### src/rtl/cpd_pkg.sv
`timescale 1ns / 1ps
// Shared types, constants and helper functions of the cascaded PD controller.
// Used by cpd_mul_unit and cascaded_pd_position_speed_top; depends on nothing.
package cpd_pkg;

    localparam int SAMPLE_RATE_HZ = 100;

    localparam logic signed [32:0] TWO_PI_Q28 = 33'sd1686629713;
    localparam logic signed [32:0] RATE_GAIN  = 33'(SAMPLE_RATE_HZ * 65536);
    localparam logic signed [32:0] RECIP_60   = 33'sd1145324612;
    localparam logic [46:0]        RPM_HALF   = 47'd122880;
    localparam logic [16:0]        ONE_Q16    = 17'd65536;
    localparam logic [6:0]         SIXTY      = 7'd60;

    localparam logic signed [62:0] SAT48_HI = 63'sd140737488355327;
    localparam logic signed [62:0] SAT48_LO = -63'sd140737488355328;

    localparam logic [2:0] REG_POS_KP   = 3'd0;
    localparam logic [2:0] REG_POS_KD   = 3'd1;
    localparam logic [2:0] REG_POS_SM   = 3'd2;
    localparam logic [2:0] REG_VEL_KP   = 3'd3;
    localparam logic [2:0] REG_VEL_KD   = 3'd4;
    localparam logic [2:0] REG_VEL_SM   = 3'd5;
    localparam logic [2:0] REG_SPD_LIM  = 3'd6;
    localparam logic [2:0] REG_CUR_CAP  = 3'd7;

    typedef enum logic [1:0] {
        SH_NONE,
        SH_Q16,
        SH_ENC,
        SH_RECIP
    } t_shift;

    typedef struct packed {
        logic              start;
        t_shift            shift;
        logic signed [48:0] a;
        logic signed [32:0] b;
    } t_mul_req;

    typedef struct packed {
        logic              done;
        logic signed [61:0] res;
    } t_mul_rsp;

    function automatic logic signed [47:0] sat48(input logic signed [62:0] v);
        logic signed [47:0] r;
        if (v > SAT48_HI) begin
            r = SAT48_HI[47:0];
        end else if (v < SAT48_LO) begin
            r = SAT48_LO[47:0];
        end else begin
            r = v[47:0];
        end
        return r;
    endfunction

    function automatic logic signed [47:0] clamp_sym(input logic signed [47:0] v,
                                                     input logic signed [47:0] lim);
        logic signed [47:0] r;
        if (v > lim) begin
            r = lim;
        end else if (v < -lim) begin
            r = -lim;
        end else begin
            r = v;
        end
        return r;
    endfunction

endpackage

### src/rtl/cpd_mul_unit.sv
`timescale 1ns / 1ps
// Shared sign-magnitude multiplier with a selectable shift (rounded, or truncated for SH_RECIP) and magnitude cap.
// A 32 by 32 multiplier is used twice per request; depends on cpd_pkg.
module cpd_mul_unit (
    input  logic              i_clk,
    input  logic              i_rst_n,
    input  cpd_pkg::t_mul_req i_req,
    output cpd_pkg::t_mul_rsp o_rsp
);

    typedef enum logic [2:0] {
        M_IDLE,
        M_LO,
        M_HI,
        M_ACC,
        M_RND,
        M_FIN
    } t_mstate;

    localparam logic [81:0] HALF_Q16 = 82'd32768;
    localparam logic [81:0] HALF_ENC = 82'd16777216;
    localparam logic [81:0] PROD_CAP = 82'h1000000000000000;

    t_mstate            r_mstate;
    logic [48:0]        r_ma;
    logic [31:0]        r_mb;
    logic               r_neg;
    cpd_pkg::t_shift    r_sh;
    logic [63:0]        r_prod;
    logic [80:0]        r_acc;
    logic [81:0]        r_rnd;
    logic signed [61:0] r_res;
    logic               r_done;

    logic [48:0] n_ma;
    logic [32:0] b_mag;
    logic [31:0] mul_x;
    logic [63:0] mul_p;
    logic [81:0] n_rnd;
    logic [60:0] n_mag;

    assign n_ma  = i_req.a[48] ? (~i_req.a + 49'd1) : i_req.a;
    assign b_mag = i_req.b[32] ? (~i_req.b + 33'd1) : i_req.b;
    assign mul_x = (r_mstate == M_HI) ? {15'd0, r_ma[48:32]} : r_ma[31:0];
    assign mul_p = mul_x * r_mb;
    assign n_mag = (r_rnd > PROD_CAP) ? PROD_CAP[60:0] : r_rnd[60:0];

    always_comb begin
        unique case (r_sh)
            cpd_pkg::SH_NONE:  n_rnd = {1'b0, r_acc};
            cpd_pkg::SH_Q16:   n_rnd = ({1'b0, r_acc} + HALF_Q16) >> 16;
            cpd_pkg::SH_ENC:   n_rnd = ({1'b0, r_acc} + HALF_ENC) >> 25;
            cpd_pkg::SH_RECIP: n_rnd = {1'b0, r_acc} >> 36;
        endcase
    end

    always_ff @(posedge i_clk) begin
        if (!i_rst_n) begin
            r_mstate <= M_IDLE;
            r_done   <= 1'b0;
        end else begin
            r_done <= 1'b0;
            unique case (r_mstate)
                M_IDLE: begin
                    if (i_req.start) begin
                        r_ma     <= n_ma;
                        r_mb     <= b_mag[31:0];
                        r_neg    <= i_req.a[48] ^ i_req.b[32];
                        r_sh     <= i_req.shift;
                        r_mstate <= M_LO;
                    end
                end
                M_LO: begin
                    r_prod   <= mul_p;
                    r_mstate <= M_HI;
                end
                M_HI: begin
                    r_acc    <= {17'd0, r_prod};
                    r_prod   <= mul_p;
                    r_mstate <= M_ACC;
                end
                M_ACC: begin
                    r_acc    <= r_acc + {r_prod[48:0], 32'd0};
                    r_mstate <= M_RND;
                end
                M_RND: begin
                    r_rnd    <= n_rnd;
                    r_mstate <= M_FIN;
                end
                M_FIN: begin
                    r_res    <= r_neg ? (62'd0 - {1'b0, n_mag}) : {1'b0, n_mag};
                    r_done   <= 1'b1;
                    r_mstate <= M_IDLE;
                end
                default: r_mstate <= M_IDLE;
            endcase
        end
    end

    assign o_rsp.done = r_done;
    assign o_rsp.res  = r_res;

endmodule

### config.mk
export PLATFORM = sky130hd
export DESIGN_NAME = cpd_mul_unit
export DESIGN_NICKNAME = d
export VERILOG_FILES = /design/src/rtl/cpd_pkg.sv /design/src/rtl/cpd_mul_unit.sv
export SDC_FILE = /design/constraint.sdc
export NUM_CORES = 2
export LEC_CHECK = 0
export BUFFER_PORTS_ARGS = -buffer_cell sky130_fd_sc_hd__buf_2
export CORE_MARGIN = 3
export CORE_UTILIZATION = 35
export DETAILED_ROUTE_END_ITERATION = 10
export SETUP_SLACK_MARGIN = 0.05
export SLEW_MARGIN = 25
export SYNTH_ARGS = -nofsm -noshare
export SYNTH_HDL_FRONTEND = slang
export SYNTH_SLANG_ARGS = --single-unit
### constraint.sdc
create_clock -name i_clk -period 28.6 [get_ports i_clk]
set_clock_uncertainty 0.15 [all_clocks]
set_input_delay 2.86 -clock i_clk [delete_from_list [all_inputs] [get_ports i_clk]]
set_output_delay 2.86 -clock i_clk [all_outputs]
set_load 0.05 [all_outputs]
==> results.md <==
- Initial core utilization: 35.5%
- Antenna diodes: 0
- Fraction of registers with async set/reset: 0%
- Synth warnings: 0
- Vias in the first global route: 43500
- Final setup viols: 0
- Number of enable flip-flop cells after synthesis: 372
- Cells after Synth: 5812
- Period utilization: 36.8%
- Drt initial violations: 2702
- Clock root buffer: clkbuf_16
- Largest net degree at the start of global routing: 81
- Die Wd: 406 um
- CTS tree: done
- Main flop type after synthesis: edfxtp_1
- Mean Syn Cell Area: 9.61 um^2
- Hold slack: 361 ps
- Post-Syn Nets: 7112
- DRC errors left: 0
- GR Overflow Total: 0
- WL final: 164000 um
- First-pass GRT wire length: 256000 um
- DIE AREA: 164000 um^2
- Setup TNS: 0 ps
- Max-slew headroom: 24.6%
- Unrepaired setup endpoints after global routing: no
- Port-buffer cells: 149
- # rows: 145
- Total track usage: 20.1%
- Clk sinks: 376
- CP required: 28890 ps
- Tightest Pin Transition: 1130 ps
- Setup Buffers After CTS: 0
- IO Pins: 150
- Slowest CP cell: o41ai_1
- DRT antenna net count: 0
- FMAX: 0.0950 GHz
- Launch point of the worst reg-to-reg path: r_mstate[1]
- Final min period: 10530 ps
- CTS buffer count: 43
- HPWL Detailed: 123000 um
- Worst-path maximum fanout: 33
- Clk slew on worst S/H paths: 60 ps
- Via count: 41100
- Clk_lat worst skew: 620 ps
- Worst min-delay path class: flop to flop
- Final Max Slew Viols: 0
- Area Overhead vs Synth: 7.18%
- Die span in y: 406 um
- Beginning of the critical path: r_mstate[1]
- Post-synth top area share: 32.1%
- Via density: 5.25
- Cell taking the most area after synthesis: fa_1
- Worst EP arrival: 10820 ps
- 1st-pass router iterations: 6
- DR WL/cell: 20.9 um
- Worst setup SP type: flop
- Critical path type: flop to flop
- Initial antenna violation count: 6
- Post-CTS Hold Buffers: 0
- H-tree Lvls: 2
- Max cap viols: 0
- Cell variety after synth: 85
- Layout cells sized above 1: 7.00%
- Mapped Area: 55900 um^2
- Biggest cell delay along the critical path: 730 ps
- Count of final hold-check violations: 0
- Sequential element share of the synthesized area: 20.1%
- Cell mode on critical path: fa_1
- Post-layout net count: 7035
- Top cells by area in the synthesized netlist: fa_1 (32%), edfxtp_1 (20%), and2_1 (7.2%)
- Routability cong.: 0.941
- Synthesized flop and latch total: 376
- Post-CTS resize count: 0
- Status: finished, final reports clean
- Hold path start: r_prod[56]
- CP Capture Type: flop
- Clk buf depth: 3
- Fillers: 15800
- Core footprint: 157000 um^2
path summary, 6_finish.rpt:
kind | to | slack, ps | cells after the start
max | r_prod[63] | 18070 | 27
min | r_acc[56] | 360 | 2
min reg2reg | r_acc[56] | 360 | 2
max reg2reg | r_prod[63] | 18070 | 27
logic make-up (layout without fill, tap and decap cells):
kind of cell,count (synthesis),after routing,synth area share [%]
AO/OA/AOI/OAI,608,608,7.02
multiplexers,71,71,2.30
buffers and inverters,1283,1239,8.65
adder cells (fa/ha/maj),1213,1213,39.2
flip-flops,376,376,20.1
XOR/XNOR,315,315,4.94
AND/OR/NAND/NOR,1946,1946,17.7
cells in the final DEF (no fill, tap or decap), types with 7 or more instances in the layout:
master     count
buf_2        149
mux2_2        20
xor2_1       128
fa_1         897
a31oi_1       18
or3_1         22
buf_4         70
nand3_1       78
and2_1       644
o211ai_1      11
nor2_1       189
or4_1         18
o21a_1        19
mux2i_1        7
a211oi_1      25
nor2b_1       14
a311oi_1      14
or2_2         13
a21oi_1      155
nor2b_2       14
nor3_1        60
o21ai_0      155
clkinv_1      11
a21o_1        52
nand2b_1      24
xnor2_1      186
o21bai_1      22
nor4_1        29
edfxtp_1     372
inv_1        941
ha_1         316
o41ai_1       19
o31ai_1       38
clkbuf_16     43
and3_1        26
mux4_2        44
nand4_1       54
nand2_1      712
routing by layer:
metal	vias up	wire [um]	GRT usage [%]
met3	326	11000	3.11
met1	21000	68700	26.3
li1	18300	-	-
met5	-	36	0
met4	4	5730	6.19
met2	1488	78300	34.1
cells in the mapped netlist (19+ instances only):
library cell  instances
mux4_2               44
mux2_2               20
or3_1                22
nor4_1               29
and3_1               26
nor3_1               60
o21ai_0             155
nand2b_1             24
nand3_1              78
nand2_1             713
o41ai_1              19
a211oi_1             25
xnor2_1             186
and2_1              645
nor2_1              189
nand4_1              54
o21a_1               19
ha_1                316
clkbuf_1            324
o21bai_1             22
a21oi_1             155
inv_1               941
xor2_1              129
a21o_1               52
edfxtp_1            372
nor2b_1              30
fa_1                897
o31ai_1              38
sequential cells by signal, summed over array words and instances, names as in the netlist, 2 cells and up:
register  flops
r_prod       64
r_rnd        81
r_sh          2
r_res        62
r_mb         32
r_acc        81
r_ma         49
r_mstate      3
per-stage QoR:
stage | instance area [um^2] | util, % | worst slack [ps] | instances
floorplan | 55900 | - | 16120 | 5812
global placement | 58500 | 37.1 | 18290 | 7748
detailed placement | 58500 | 37.1 | 18110 | 7748
CTS | 59900 | 38.0 | 18080 | 7826
global route | 59900 | 38.0 | 17530 | 7826
finish | 59900 | 38.0 | 18070 | 7826
critical path, delay by kind of cell (launching register included):
kind	cells	cell delay, ps
compound gates	8	2660
fa+ha+maj	9	4570
buf+inv	5	660
flops	1	490
mux	2	880
simple gates	3	800
final cells by class:
| cell class | instances | area (um^2) | area share [%] |
|---|---|---|---|
| multi-input combinational | 4153 | 39900 | 66.6 |
| sequential | 376 | 11300 | 18.8 |
| inverter | 941 | 3530 | 5.90 |
| tap | 2058 | 2570 | 4.30 |
| timing repair buffer | 220 | 1280 | 2.14 |
| clock buffer | 48 | 1090 | 1.83 |
| clock inverter | 30 | 275 | 0.460 |
Power is not shown: default switching activity piles up to over one toggle a cycle in this logic, so the estimate is an artifact.
